[src/pmod_pkg.sv]
package pmod_pkg;

    localparam int DIGIT_BANKS = 5;

    typedef enum logic [1:0] {
        KIND_PORT_A = 2'd0,
        KIND_PORT_C = 2'd1,
        KIND_PORT_B = 2'd2,
        KIND_TICK   = 2'd3
    } kind_t;

    typedef enum logic [1:0] {
        CFG_GENERATION   = 2'd0,
        CFG_DIP_SWITCHES = 2'd1,
        CFG_LAMP_TICKS   = 2'd2,
        CFG_SOL_TICKS    = 2'd3
    } cfg_index_t;

    // strobe codes (upper nibble of a port A write)
    localparam logic [3:0] CODE_LATCH     = 4'd0;
    localparam logic [3:0] CODE_SOL_BANK0 = 4'd1;
    localparam logic [3:0] CODE_SOL_BANK1 = 4'd2;
    localparam logic [3:0] CODE_LAMP_LO   = 4'd3;
    localparam logic [3:0] CODE_SWITCH_LO = 4'd7;
    localparam logic [3:0] CODE_CLOCK_HI  = 4'd11;
    localparam logic [3:0] CODE_DIP_LO    = 4'd12;
    localparam logic [3:0] NIBBLE_CLEAR   = 4'hf;

    localparam logic [31:0] SOL_KEEP_MASK  = 32'hC000_8000;
    localparam logic [31:0] SOL_BANK1_BIT  = 32'h0001_0000;
    localparam logic [7:0]  LAMP_TICKS_RST = 8'd2;
    localparam logic [7:0]  SOL_TICKS_RST  = 8'd2;

    // 7448 style segment patterns
    localparam logic [7:0] SEG7448 [16] = '{
        8'h3f, 8'h06, 8'h5b, 8'h4f, 8'h66, 8'h6d, 8'h7c, 8'h07,
        8'h7f, 8'h67, 8'h58, 8'h4c, 8'h62, 8'h69, 8'h78, 8'h00
    };

    typedef struct packed {
        kind_t      kind;
        logic [7:0] data;
        logic [7:0] switch_rows;
    } item_t;

    typedef struct packed {
        logic  valid;
        item_t item;
    } stage_t;

    typedef struct packed {
        logic [7:0]  read_data;
        logic [4:0]  switch_column;
        logic [63:0] lamp_matrix;
        logic [31:0] solenoid_state;
        logic        diag_led;
        logic        digit_write;
        logic [5:0]  digit_position;
        logic [7:0]  digit_pattern;
    } result_t;

    typedef struct packed {
        logic        generation;
        logic [31:0] dip_switches;
        logic [7:0]  lamp_publish_ticks;
        logic [7:0]  sol_publish_ticks;
    } cfg_t;

endpackage

[src/pmod_if.sv]
interface pmod_item_if;
    logic              valid;
    logic              ready;
    pmod_pkg::kind_t   kind;
    logic [7:0]        data;
    logic [7:0]        switch_rows;

    modport source (output valid, kind, data, switch_rows, input ready);
    modport sink   (input valid, kind, data, switch_rows, output ready);
endinterface

interface pmod_result_if;
    logic        valid;
    logic        ready;
    logic [7:0]  read_data;
    logic [4:0]  switch_column;
    logic [63:0] lamp_matrix;
    logic [31:0] solenoid_state;
    logic        diag_led;
    logic        digit_write;
    logic [5:0]  digit_position;
    logic [7:0]  digit_pattern;

    modport source (output valid, read_data, switch_column, lamp_matrix, solenoid_state,
                    diag_led, digit_write, digit_position, digit_pattern, input ready);
    modport sink   (input valid, read_data, switch_column, lamp_matrix, solenoid_state,
                    diag_led, digit_write, digit_position, digit_pattern, output ready);
endinterface

interface pmod_cfg_if;
    logic                 valid;
    logic                 ready;
    pmod_pkg::cfg_index_t index;
    logic [31:0]          data;

    modport source (output valid, index, data, input ready);
    modport sink   (input valid, index, data, output ready);
endinterface

[src/pinball_mpu_output_decoder_core.sv]
// path: an accepted transaction passes the input register, then the result register,
// and waits there while the result side holds ready low
// throughput: one transaction per cycle while the result side holds ready high, set by
// the single decode pass between the input register and the result register
// reset: rst_n clears the decoder state and valid flags (not the input and result data
// registers), loads the publish counters with one, and restores the configuration defaults
module pinball_mpu_output_decoder_core (
    input  logic       clk,
    input  logic       rst_n,
    pmod_item_if.sink  item,
    pmod_result_if.source result,
    pmod_cfg_if.sink   cfg
);

    pmod_pkg::cfg_t    cfg_regs;
    pmod_pkg::stage_t  stage;
    pmod_pkg::result_t out_data;
    logic              advance;
    logic              out_valid;

    pmod_cfg_regs u_cfg_regs (
        .clk   (clk),
        .rst_n (rst_n),
        .cfg   (cfg),
        .regs  (cfg_regs)
    );

    pmod_in_stage u_in_stage (
        .clk     (clk),
        .rst_n   (rst_n),
        .item    (item),
        .advance (advance),
        .stage   (stage)
    );

    pmod_engine u_engine (
        .clk       (clk),
        .rst_n     (rst_n),
        .cfg       (cfg_regs),
        .stage     (stage),
        .out_ready (result.ready),
        .advance   (advance),
        .out_valid (out_valid),
        .out_data  (out_data)
    );

    assign result.valid          = out_valid;
    assign result.read_data      = out_data.read_data;
    assign result.switch_column  = out_data.switch_column;
    assign result.lamp_matrix    = out_data.lamp_matrix;
    assign result.solenoid_state = out_data.solenoid_state;
    assign result.diag_led       = out_data.diag_led;
    assign result.digit_write    = out_data.digit_write;
    assign result.digit_position = out_data.digit_position;
    assign result.digit_pattern  = out_data.digit_pattern;

endmodule

[src/pmod_cfg_regs.sv]
module pmod_cfg_regs (
    input  logic           clk,
    input  logic           rst_n,
    pmod_cfg_if.sink       cfg,
    output pmod_pkg::cfg_t regs
);

    pmod_pkg::cfg_t regs_reg;

    assign cfg.ready = 1'b1;
    assign regs      = regs_reg;

    always_ff @(posedge clk or negedge rst_n)
    begin
        if (!rst_n)
        begin
            regs_reg.generation         <= 1'b1;
            regs_reg.dip_switches       <= '0;
            regs_reg.lamp_publish_ticks <= pmod_pkg::LAMP_TICKS_RST;
            regs_reg.sol_publish_ticks  <= pmod_pkg::SOL_TICKS_RST;
        end
        else if (cfg.valid)
        begin
            unique case (cfg.index)
                pmod_pkg::CFG_GENERATION:   regs_reg.generation         <= cfg.data[0];
                pmod_pkg::CFG_DIP_SWITCHES: regs_reg.dip_switches       <= cfg.data;
                pmod_pkg::CFG_LAMP_TICKS:   regs_reg.lamp_publish_ticks <= cfg.data[7:0];
                pmod_pkg::CFG_SOL_TICKS:    regs_reg.sol_publish_ticks  <= cfg.data[7:0];
                default:                    regs_reg                    <= regs_reg;
            endcase
        end
    end

endmodule

[src/pmod_in_stage.sv]
module pmod_in_stage (
    input  logic             clk,
    input  logic             rst_n,
    pmod_item_if.sink        item,
    input  logic             advance,
    output pmod_pkg::stage_t stage
);

    logic            valid_reg;
    pmod_pkg::item_t item_reg;
    logic            take;

    assign item.ready = !valid_reg || advance;
    assign take       = item.valid && item.ready;

    assign stage.valid = valid_reg;
    assign stage.item  = item_reg;

    always_ff @(posedge clk or negedge rst_n)
    begin
        if (!rst_n)
        begin
            valid_reg <= 1'b0;
        end
        else if (take)
        begin
            valid_reg <= 1'b1;
        end
        else if (advance)
        begin
            valid_reg <= 1'b0;
        end
    end

    always_ff @(posedge clk)
    begin
        if (take)
        begin
            item_reg.kind        <= item.kind;
            item_reg.data        <= item.data;
            item_reg.switch_rows <= item.switch_rows;
        end
    end

endmodule

[src/pmod_engine.sv]
module pmod_engine (
    input  logic              clk,
    input  logic              rst_n,
    input  pmod_pkg::cfg_t    cfg,
    input  pmod_pkg::stage_t  stage,
    input  logic              out_ready,
    output logic              advance,
    output logic              out_valid,
    output pmod_pkg::result_t out_data
);

    logic [7:0]  last_port_a_reg,     last_port_a_next;
    logic [4:0]  column_strobe_reg,   column_strobe_next;
    logic        display_enabled_reg, display_enabled_next;
    logic [2:0]  digit_column_reg,    digit_column_next;
    logic [2:0]  clock_bank_reg,      clock_bank_next;
    logic        latch_disarmed_reg,  latch_disarmed_next;
    logic        led_bit_reg,         led_bit_next;
    logic [31:0] sol_accum_reg,       sol_accum_next;
    logic [31:0] sol_pulsed_reg,      sol_pulsed_next;
    logic [31:0] sol_published_reg,   sol_published_next;
    logic [63:0] lamp_accum_reg,      lamp_accum_next;
    logic [63:0] lamp_published_reg,  lamp_published_next;
    logic [7:0]  lamp_countdown_reg,  lamp_countdown_next;
    logic [7:0]  sol_countdown_reg,   sol_countdown_next;

    logic              out_valid_reg;
    pmod_pkg::result_t result_reg, result_next;

    logic        fire;
    logic [3:0]  addr;
    logic [3:0]  code;
    logic [3:0]  switch_hi;
    logic [3:0]  clock_lo;
    logic [3:0]  lamp_hi;
    logic [3:0]  bank;
    logic [1:0]  lamp_group;
    logic [2:0]  switch_idx;
    logic [31:0] sol_bit;
    logic [2:0]  emit_column;
    logic [3:0]  read_strobe;
    logic [7:0]  dip_byte;

    assign advance   = !out_valid_reg || out_ready;
    assign fire      = stage.valid && advance;
    assign out_valid = out_valid_reg;
    assign out_data  = result_reg;

    assign addr        = stage.item.data[3:0];
    assign code        = stage.item.data[7:4];
    assign switch_hi   = cfg.generation ? 4'd11 : 4'd10;
    assign clock_lo    = cfg.generation ? 4'd7 : 4'd8;
    assign lamp_hi     = cfg.generation ? 4'd6 : 4'd5;
    assign bank        = code - clock_lo;
    assign lamp_group  = 2'(code - pmod_pkg::CODE_LAMP_LO);
    assign switch_idx  = 3'(code - pmod_pkg::CODE_SWITCH_LO);
    assign sol_bit     = (code == pmod_pkg::CODE_SOL_BANK1) ? (pmod_pkg::SOL_BANK1_BIT << addr)
                                                            : (32'd1 << addr);
    // column 7 is shown as column 0
    assign emit_column = (digit_column_reg != 3'd7) ? digit_column_reg : 3'd0;
    assign read_strobe = last_port_a_reg[7:4];
    assign dip_byte    = cfg.dip_switches[{read_strobe[1:0], 3'b000} +: 8];

    always_comb
    begin
        last_port_a_next     = last_port_a_reg;
        column_strobe_next   = column_strobe_reg;
        display_enabled_next = display_enabled_reg;
        digit_column_next    = digit_column_reg;
        clock_bank_next      = clock_bank_reg;
        latch_disarmed_next  = latch_disarmed_reg;
        led_bit_next         = led_bit_reg;
        sol_accum_next       = sol_accum_reg;
        sol_pulsed_next      = sol_pulsed_reg;
        sol_published_next   = sol_published_reg;
        lamp_accum_next      = lamp_accum_reg;
        lamp_published_next  = lamp_published_reg;
        lamp_countdown_next  = lamp_countdown_reg;
        sol_countdown_next   = sol_countdown_reg;
        result_next          = '0;

        unique case (stage.item.kind)
            pmod_pkg::KIND_PORT_A:
            begin
                last_port_a_next = stage.item.data;
                if (code == pmod_pkg::CODE_LATCH && !latch_disarmed_reg && display_enabled_reg)
                begin
                    result_next.digit_write    = 1'b1;
                    result_next.digit_position = {clock_bank_reg, emit_column};
                    result_next.digit_pattern  = pmod_pkg::SEG7448[addr];
                    latch_disarmed_next        = 1'b1;
                end
                if (code == pmod_pkg::CODE_SOL_BANK0 || code == pmod_pkg::CODE_SOL_BANK1)
                begin
                    if (addr == pmod_pkg::NIBBLE_CLEAR)
                    begin
                        sol_pulsed_next = sol_pulsed_reg & pmod_pkg::SOL_KEEP_MASK;
                        sol_accum_next  = sol_accum_reg & pmod_pkg::SOL_KEEP_MASK;
                    end
                    else
                    begin
                        sol_pulsed_next = (sol_pulsed_reg & pmod_pkg::SOL_KEEP_MASK) | sol_bit;
                        sol_accum_next  = sol_accum_reg | sol_bit;
                    end
                end
                if (code >= pmod_pkg::CODE_LAMP_LO && code <= lamp_hi)
                begin
                    lamp_accum_next = lamp_accum_reg
                                    | (64'(16'd1 << addr) << {lamp_group, 4'b0000});
                end
                if (code >= pmod_pkg::CODE_SWITCH_LO && code <= switch_hi)
                begin
                    column_strobe_next = 5'd1 << switch_idx;
                end
                if (code >= clock_lo && code <= pmod_pkg::CODE_CLOCK_HI && display_enabled_reg
                    && bank < 4'(pmod_pkg::DIGIT_BANKS))
                begin
                    clock_bank_next     = bank[2:0];
                    latch_disarmed_next = 1'b0;
                end
            end
            pmod_pkg::KIND_PORT_C:
            begin
                // column select is inverted, 7 means no change
                if (stage.item.data[2:0] != 3'd7)
                begin
                    digit_column_next = ~stage.item.data[2:0];
                end
                led_bit_next          = stage.item.data[3];
                display_enabled_next  = !stage.item.data[4];
                sol_accum_next[15]    = stage.item.data[7];
                sol_accum_next[30]    = stage.item.data[5];
                sol_accum_next[31]    = stage.item.data[6];
            end
            pmod_pkg::KIND_PORT_B:
            begin
                result_next.read_data = (read_strobe >= pmod_pkg::CODE_DIP_LO)
                                      ? dip_byte : stage.item.switch_rows;
            end
            pmod_pkg::KIND_TICK:
            begin
                if (lamp_countdown_reg <= 8'd1)
                begin
                    lamp_published_next = lamp_accum_reg;
                    lamp_accum_next     = '0;
                    lamp_countdown_next = cfg.lamp_publish_ticks;
                end
                else
                begin
                    lamp_countdown_next = lamp_countdown_reg - 8'd1;
                end
                if (sol_countdown_reg <= 8'd1)
                begin
                    sol_published_next = sol_accum_reg;
                    sol_accum_next     = sol_pulsed_reg;
                    sol_countdown_next = cfg.sol_publish_ticks;
                end
                else
                begin
                    sol_countdown_next = sol_countdown_reg - 8'd1;
                end
            end
            default:
            begin
                result_next = '0;
            end
        endcase

        result_next.switch_column  = column_strobe_next;
        result_next.lamp_matrix    = lamp_published_next;
        result_next.solenoid_state = sol_published_next;
        result_next.diag_led       = led_bit_next;
    end

    always_ff @(posedge clk or negedge rst_n)
    begin
        if (!rst_n)
        begin
            last_port_a_reg     <= '0;
            column_strobe_reg   <= '0;
            display_enabled_reg <= 1'b0;
            digit_column_reg    <= '0;
            clock_bank_reg      <= '0;
            latch_disarmed_reg  <= 1'b0;
            led_bit_reg         <= 1'b0;
            sol_accum_reg       <= '0;
            sol_pulsed_reg      <= '0;
            sol_published_reg   <= '0;
            lamp_accum_reg      <= '0;
            lamp_published_reg  <= '0;
            lamp_countdown_reg  <= pmod_pkg::LAMP_TICKS_RST - 8'd1;
            sol_countdown_reg   <= pmod_pkg::SOL_TICKS_RST - 8'd1;
            out_valid_reg       <= 1'b0;
        end
        else
        begin
            if (advance)
            begin
                out_valid_reg <= stage.valid;
            end
            if (fire)
            begin
                last_port_a_reg     <= last_port_a_next;
                column_strobe_reg   <= column_strobe_next;
                display_enabled_reg <= display_enabled_next;
                digit_column_reg    <= digit_column_next;
                clock_bank_reg      <= clock_bank_next;
                latch_disarmed_reg  <= latch_disarmed_next;
                led_bit_reg         <= led_bit_next;
                sol_accum_reg       <= sol_accum_next;
                sol_pulsed_reg      <= sol_pulsed_next;
                sol_published_reg   <= sol_published_next;
                lamp_accum_reg      <= lamp_accum_next;
                lamp_published_reg  <= lamp_published_next;
                lamp_countdown_reg  <= lamp_countdown_next;
                sol_countdown_reg   <= sol_countdown_next;
            end
        end
    end

    always_ff @(posedge clk)
    begin
        if (fire)
        begin
            result_reg <= result_next;
        end
    end

endmodule

[src/flat_wrapper.sv]
// flat-port wrapper written by rule: the top's interface ports become plain ports
module pinball_mpu_output_decoder_core_flat 
  (clk, rst_n, item_valid, item_kind, item_data, item_switch_rows, item_ready, result_valid, result_read_data, result_switch_column, result_lamp_matrix, result_solenoid_state, result_diag_led, result_digit_write, result_digit_position, result_digit_pattern, result_ready, cfg_valid, cfg_index, cfg_data, cfg_ready);
  pmod_item_if item_i ();
  pmod_result_if result_i ();
  pmod_cfg_if cfg_i ();
  input  logic clk;
  input  logic rst_n;
  input wire logic [$bits(item_i.valid)-1:0] item_valid;
  input wire logic [$bits(item_i.kind)-1:0] item_kind;
  input wire logic [$bits(item_i.data)-1:0] item_data;
  input wire logic [$bits(item_i.switch_rows)-1:0] item_switch_rows;
  output wire logic [$bits(item_i.ready)-1:0] item_ready;
  output wire logic [$bits(result_i.valid)-1:0] result_valid;
  output wire logic [$bits(result_i.read_data)-1:0] result_read_data;
  output wire logic [$bits(result_i.switch_column)-1:0] result_switch_column;
  output wire logic [$bits(result_i.lamp_matrix)-1:0] result_lamp_matrix;
  output wire logic [$bits(result_i.solenoid_state)-1:0] result_solenoid_state;
  output wire logic [$bits(result_i.diag_led)-1:0] result_diag_led;
  output wire logic [$bits(result_i.digit_write)-1:0] result_digit_write;
  output wire logic [$bits(result_i.digit_position)-1:0] result_digit_position;
  output wire logic [$bits(result_i.digit_pattern)-1:0] result_digit_pattern;
  input wire logic [$bits(result_i.ready)-1:0] result_ready;
  input wire logic [$bits(cfg_i.valid)-1:0] cfg_valid;
  input wire logic [$bits(cfg_i.index)-1:0] cfg_index;
  input wire logic [$bits(cfg_i.data)-1:0] cfg_data;
  output wire logic [$bits(cfg_i.ready)-1:0] cfg_ready;
  assign item_i.valid = item_valid;
  assign item_i.kind = item_kind;
  assign item_i.data = item_data;
  assign item_i.switch_rows = item_switch_rows;
  assign item_ready = item_i.ready;
  assign result_valid = result_i.valid;
  assign result_read_data = result_i.read_data;
  assign result_switch_column = result_i.switch_column;
  assign result_lamp_matrix = result_i.lamp_matrix;
  assign result_solenoid_state = result_i.solenoid_state;
  assign result_diag_led = result_i.diag_led;
  assign result_digit_write = result_i.digit_write;
  assign result_digit_position = result_i.digit_position;
  assign result_digit_pattern = result_i.digit_pattern;
  assign result_i.ready = result_ready;
  assign cfg_i.valid = cfg_valid;
  assign cfg_i.index = cfg_index;
  assign cfg_i.data = cfg_data;
  assign cfg_ready = cfg_i.ready;
  pinball_mpu_output_decoder_core u_core (.clk(clk), .rst_n(rst_n), .item(item_i), .result(result_i), .cfg(cfg_i));
endmodule
[config.mk]
export PLATFORM = sky130hd
export DESIGN_NAME = pinball_mpu_output_decoder_core_flat
export DESIGN_NICKNAME = d
export VERILOG_FILES = /design/src/pmod_pkg.sv /design/src/pmod_if.sv /design/src/pinball_mpu_output_decoder_core.sv /design/src/pmod_cfg_regs.sv /design/src/pmod_in_stage.sv /design/src/pmod_engine.sv /design/src/flat_wrapper.sv
export SDC_FILE = /design/constraint.sdc
export NUM_CORES = 1
export LEC_CHECK = 0
export BUFFER_PORTS_ARGS = -buffer_cell sky130_fd_sc_hd__buf_4
export CORE_UTILIZATION = 59
export DETAILED_ROUTE_END_ITERATION = 8
export PLACE_DENSITY = 0.87
export SYNTH_ARGS = -nofsm -noshare
export SYNTH_HDL_FRONTEND = slang
export SYNTH_SLANG_ARGS = --single-unit
[constraint.sdc]
create_clock -name clk -period 5.8 [get_ports clk]
set_clock_uncertainty 0.05 [all_clocks]
set_input_delay 0.29 -clock clk [delete_from_list [all_inputs] [get_ports clk]]
set_output_delay 0.29 -clock clk [all_outputs]
set_load 0.05 [all_outputs]
==> results_dict.tcl, run 1 <==
set metrics [dict create \
    cts_setup_buffers 0 \
    fin_crit_ps 3520 \
    port_buffers 182 \
    numCtsBuffers 45 \
    die_x_um 183 \
    tns_ps 0 \
    dpl.hpwl_um 27400 \
    grt_pass1_wl_um 71300 \
    drive_gt1_share_pct 31.5 \
    worstMarginPinSlew_ps 1300 \
    postCtsResizedCells 0 \
    path_max_fanout 15 \
    start_util_pct 60.5 \
    fmax_ghz 0.284 \
    firstDrtPassIters 5 \
    tritoncts "yes" \
    fin_crit_sh_pct 60.7 \
    cts-htree-levels 2 \
    largest_reg_flops 124 \
    endpoint_kind "flip-flop" \
    clk_pin_slew_ps 60 \
    grt_overflow 0 \
    die_area_mm2 0.0334 \
    grtUsageMet2_pct 43.8 \
    chipHeight_um 183 \
    worst_setup_path_start_kind "flip-flop" \
    setup_viol 0 \
    area_growth_pct 18.5 \
    postSynthCellCount 1437 \
    ys_warn_count 0 \
    drt_iter0_drc 1277 \
    path_class "reg -> reg" \
    placed_area_mm2 0.0209 \
    worstPathArrival_ps 3920 \
    wl_um 44600 \
    cts_buffer_depth 3 \
    routedWlPerCell_um 21.1 \
    insertion_delay_ps 540 \
    antenna_found_initial 2 \
    core_mm2 0.0319 \
    viasPerCell 6.09 \
    gp_congestion 0.850 \
    power_density_mw_per_mm2 346 \
    final_hold_viol_count 0 \
    outcome "completed" \
    rrSetupSlack_ps 2280 \
    root_buffer "clkbuf_16" \
    ctsHoldBuffers 52 \
    antenna_left 0 \
    leakagePower_uw 0.0102 \
    fin_nets 1720 \
    relSlewSlack_pct 13.1 \
    cap_viol_max_count 0 \
    synth_seq_area_share_pct 62.2 \
    worstHoldPathType "in -> reg" \
    crit_family "compound AO/OA/AOI/OAI gates" \
    cp.required_ps 6200 \
    rows 65 \
    grt_max_degree 185 \
    syn-num-nets 1519 \
    use_met3_pct 4.55 \
    fin_cells 2110 \
    synth-main-ff-cell "dfrtp_1" \
    vias 12900 \
    synth_cell_types 67 \
    synth-edff-count 142 \
    crit_chain "inv_1 > ha_1 > or2_2 > nand3_1 > a2111oi_2 > o21ai_0 > a31oi_1" \
    avgSynthCellArea_um2 13.4 \
    vdd_drop_max_v 0.000278 \
    worst_path_max_delay_cell "a2111oi_2" \
    ys_ff_latch 451 \
    gr-usage-met1_pct 37.0 \
    holdWs_ps 87.2 \
    rsz0062_at_grt "false" \
    fin_area_mm2 0.0229 \
    grt_use_total_pct 27.3 \
    top_usage_layer "met2" \
    drv_slew 0 \
    critPathBufInv 1 \
    grt_pass1_vias 13100 \
    slowest_delay_ps 1310 \
    dp_cells 1974 \
    ios 185 \
    syn_area_mm2 0.0193 \
    route.detailed.drc 0 \
    cts.sinks 451 \
    synthArstFlopShare_pct 68.5 \
]
## routing by layer
| metal | part of all wire (%) | wire length [um] | vias to the layer above |
|---|---|---|---|
| li1 | - | - | 5695 |
| met1 | 41 | 18400 | 6460 |
| met2 | 48 | 21500 | 571 |
| met3 | 6.6 | 2960 | 122 |
| met4 | 4.0 | 1800 | 2 |
| met5 | 0.029 | 13 | - |
## cells by family after synthesis
kind of cell | share of synthesized area [%]
AO/OA/AOI/OAI | 9.48
XOR/XNOR | 0.0908
adder cells (fa/ha/maj) | 1.66
buffers and inverters | 3.05
flip-flops | 62.2
multiplexers | 16.0
other | 0.0389
AND/OR/NAND/NOR | 7.46
## layout by cell type, fill, tap and decap left out, types with 6 or more instances in the layout
cell             n
mux2_2         225
buf_4          194
clkbuf_8        12
a21boi_0         9
nor2_1         101
o211ai_1         6
dlygate4sd3_1   52
dfrtp_1        304
and2_1           6
nor3_1          28
a21oi_1         42
clkbuf_16       47
nand2_1         99
o2bb2ai_1       16
mux4_2           8
clkinv_2         9
inv_1           24
clkbuf_1        13
nand2b_1         8
edfxtp_1       142
a41oi_1         64
mux2_1          32
a22oi_1          7
a22o_1          10
and3_1           8
ha_1            23
o31ai_1         16
nand3_1         25
o21ai_0         58
## worst paths after layout
path	startpoint	end	cells after the start
min	result_ready	u_core.u_in_stage.valid_reg$_DFFE_PN0P_	3
max in group asynchronous	rst_n	u_core.u_engine.sol_published_reg[18]$_DFFE_PN0P_	3
min reg2reg	u_core.u_engine.sol_pulsed_reg[18]$_DFFE_PN0P_	u_core.u_engine.sol_pulsed_reg[18]$_DFFE_PN0P_	2
max	u_core.u_engine.sol_countdown_reg[1]$_DFFE_PN0P_	u_core.u_engine.sol_accum_reg[12]$_DFFE_PN0P_	7
max reg2reg	u_core.u_engine.sol_countdown_reg[1]$_DFFE_PN0P_	u_core.u_engine.sol_accum_reg[12]$_DFFE_PN0P_	7
min in group asynchronous	rst_n	u_core.u_engine.lamp_published_reg[33]$_DFFE_PN0P_	2
## power by group
group | switching [uW] | internal, uW | leakage, uW
combinational | 709 | 454 | 0.00396
clock | 1190 | 1650 | 0.000727
sequential | 284 | 3640 | 0.00552
total | 2180 | 5740 | 0.0102
## cell usage after synthesis (3+ instances only)
master | instances | share of area (%)
nor4_1 | 3 | 0.097
buf_6 | 12 | 0.70
a41oi_1 | 64 | 2.9
o21bai_1 | 3 | 0.12
buf_1 | 6 | 0.12
and2_1 | 6 | 0.19
dfstp_2 | 5 | 0.68
a22oi_1 | 7 | 0.27
buf_2 | 14 | 0.36
mux4_2 | 8 | 0.93
or4_1 | 3 | 0.12
o31ai_1 | 17 | 0.66
nor2_1 | 102 | 2.0
mux2_2 | 225 | 13
nand2b_1 | 8 | 0.26
o21a_1 | 4 | 0.16
clkbuf_1 | 53 | 1.0
a22o_1 | 10 | 0.45
nor2b_1 | 3 | 0.097
a211oi_1 | 3 | 0.12
mux2_1 | 32 | 1.9
o21ai_0 | 58 | 1.5
ha_1 | 24 | 1.6
nand4_1 | 3 | 0.097
or2_2 | 5 | 0.16
dfrtp_1 | 304 | 39
and3_1 | 8 | 0.26
o2bb2ai_1 | 16 | 0.73
buf_4 | 9 | 0.35
a31oi_1 | 5 | 0.16
nand3_1 | 25 | 0.65
inv_1 | 25 | 0.49
o211ai_1 | 6 | 0.23
nor3b_1 | 3 | 0.12
a21boi_0 | 9 | 0.35
a21oi_1 | 42 | 1.1
nand3b_1 | 4 | 0.16
nor3_1 | 28 | 0.73
nand2_1 | 99 | 1.9
edfxtp_1 | 142 | 22
## area by class of cell
type | count | area, um^2
sequential | 451 | 12000
antenna | 1 | 2.50
inverter | 25 | 96.3
clock buffer | 72 | 1390
multi-input combinational | 867 | 6750
timing repair buffer | 248 | 2010
clock inverter | 11 | 70.1
tap | 435 | 544
fill | 2034 | 9020
## metrics by stage
| step | setup slack, ps | total power, uW | util, % |
|---|---|---|---|
| final | 2280 | 7920 | 71.7 |
| after global routing | 2090 | 8210 | 71.7 |
| after CTS | 2300 | 7930 | 71.7 |
| after detailed placement | 2400 | 5080 | 65.5 |
| after global placement | 2530 | 5010 | 65.5 |
| after floorplan | 1100 | 4680 | - |
## worst register-to-register path, stage by stage (launching register included)
cell and delay [ps]:
dfrtp_1 410, inv_1 120, ha_1 300, or2_2 180
nand3_1 450, a2111oi_2 1310, o21ai_0 330, a31oi_1 270
Note: power is estimated with default switching activity, not from simulation.
==> run 2, diff against run 1 <==
Clock period 5.8 ns to 3.55 ns, I/O delays scaled along.
==> run 2 against run 1 <==
Against the previous run:
- global-route usage is essentially flat
- cell count grew 0.85%
- critical path type unchanged
- die area is the same
- non-clock buffer count up 21
- sequential share of layout area is 0.24 points lower
- critical endpoint is now u_core.u_engine.out_data[68]$_DFFE_PP_
==> results_dict.tcl, run 2 (synthesized netlist as in run 1, its figures left out) <==
set metrics [dict create \
    fin_crit_ps 2830 \
    worst_setup_path_start_kind "flip-flop" \
    postCtsResizedCells 0 \
    firstDrtPassIters 5 \
    die_x_um 183 \
    layout_commonest_cell "dfrtp_1" \
    leakagePower_uw 0.0102 \
    vias 13000 \
    cts.sinks 451 \
    n_antenna_cell 0 \
    intPower_uw 9080 \
    path_max_fanout 46 \
    setup_viol 0 \
    final_util_pct 72.1 \
    dp_cells 1991 \
    fillers 2025 \
    start_util_pct 60.5 \
    wl_um 44900 \
    ios 185 \
    port_buffers 182 \
    drive_gt1_share_pct 31.5 \
    relSlewSlack_pct 21.4 \
    drv_slew 0 \
    clk_pin_slew_ps 60 \
    dp_slack_ps 761 \
    path_class "reg -> reg" \
    swShare_pct 28.1 \
    worstPathArrival_ps 3050 \
    endpoint_kind "flip-flop" \
    cts_buffer_depth 3 \
    fin_area_mm2 0.0230 \
    antenna_found_initial 0 \
    grt_pass1_vias 13000 \
    fin_cells 2128 \
    area_growth_pct 19.0 \
    worstMarginPinSlew_ps 1170 \
    cap_viol_max_count 0 \
    grt_pass1_wl_um 71300 \
    outcome "completed" \
    routedWlPerCell_um 21.1 \
    gp_congestion 0.876 \
    worstHoldPathType "in -> async" \
    pwr-share-seq_pct 50.6 \
    power_uw 12600 \
    cts-htree-levels 2 \
    root_buffer "clkbuf_16" \
    die_area_mm2 0.0334 \
    clkPwrFrac_pct 34.0 \
    largest_reg_flops 124 \
    drt_iter0_drc 1152 \
    final_hold_viol_count 0 \
    viasPerCell 6.09 \
    route.detailed.drc 0 \
    fin_ws_ps 721 \
    dpl.hpwl_um 27900 \
    cp.required_ps 3780 \
    tritoncts "yes" \
    core_mm2 0.0319 \
    p_switching_uw 3550 \
    insertion_delay_ps 550 \
    power_density_mw_per_mm2 550 \
    fmax_ghz 0.353 \
    vdd_drop_max_v 0.000404 \
    combinationalPowerShare_pct 15.4 \
    antenna_left 0 \
    grt_overflow 0 \
    fin_crit_sh_pct 79.7 \
    numCtsBuffers 44 \
    rsz0062_at_grt "false" \
    grt_max_degree 106 \
    chipHeight_um 183 \
    cts_setup_buffers 0 \
    fin_nets 1740 \
    rows 65 \
    placed_area_mm2 0.0211 \
    grt_use_total_pct 27.3 \
    layout_common_cells "dfrtp_1 (303), mux2_2 (224), buf_4 (205)" \
]
==> run 2: changes by cell type in the layout (fill, tap and decap cells not counted), sizes merged <==
cell         previous run  this run
buf                   196       213
clkbuf                 72        61
clkinv                 11        17
dlygate4sd3            52        56
clkinvlp                0         3
diode                   1         0
==> run 2: cell type report <==
type | count | area (um^2) | area share, %
inverter | 25 | 97.6 | 0.425
sequential | 451 | 12000 | 52.3
tap | 435 | 544 | 2.37
clock buffer | 61 | 1200 | 5.22
clock inverter | 20 | 113 | 0.490
timing repair buffer | 269 | 2250 | 9.81
multi-input combinational | 867 | 6760 | 29.4
==> run 2: critical path, stage by stage, from the launching register on <==
cell and delay [ps]:
dfstp_2 580, inv_1 80, ha_1 240, nor2_1 270, nor4_4 120, nand2_2 180, buf_4 560, mux2_2 450
==> run 2: timing repair <==
item                                   CTS  global route
endpoints found under the hold margin  166             0
hold buffers                            56             0
setup endpoints to repair                0             0
==> run 2: per-layer routing <==
layer | share of wire, % | vias to the layer above | global-route usage [%]
met2 | 49 | 594 | 44.3
met4 | 3.3 | 0 | 10.1
met3 | 7.0 | 112 | 5.06
met5 | 0 | - | 0
li1 | - | 5722 | -
met1 | 41 | 6542 | 37.1
==> run 2: power groups by stage <==
| stage | Sequential [uW] | Combinational (uW) | Clock (uW) |
|---|---|---|---|
| after floorplan | 6670 | 983 | 0 |
| after global placement | 6430 | 1800 | 0 |
| after detailed placement | 6460 | 1870 | 0 |
| after CTS | 6380 | 1940 | 4340 |
| after global routing | 6460 | 2090 | 4560 |
| final | 6400 | 1940 | 4290 |
==> run 2: stage by stage <==
step | hold WS (ps) | setup TNS [ps]
after global routing | 253 | 0
final | 226 | 0
after global placement | 233 | 0
after CTS | 208 | 0
after detailed placement | 239 | 0
after floorplan | -168 | -289
==> run 2: worst paths after layout <==
path	from	endpoint	slack [ps]	depth (start not counted)
max in group asynchronous	rst_n	u_core.u_engine.lamp_accum_reg[5]$_DFFE_PN0P_	2290	3
worst max-delay path	u_core.u_engine.lamp_countdown_reg[0]$_DFFE_PN1P_	u_core.u_engine.out_data[68]$_DFFE_PP_	720	7
worst min register to register	u_core.u_engine.sol_pulsed_reg[28]$_DFFE_PN0P_	u_core.u_engine.sol_pulsed_reg[28]$_DFFE_PN0P_	430	2
min in group clk	cfg_valid	u_core.u_cfg_regs.regs[4]$_DFFE_PN0P_	240	3
worst max register to register	u_core.u_engine.lamp_countdown_reg[0]$_DFFE_PN1P_	u_core.u_engine.out_data[68]$_DFFE_PP_	720	7
worst min-delay path	rst_n	u_core.u_cfg_regs.regs[43]$_DFFE_PN0P_	230	2
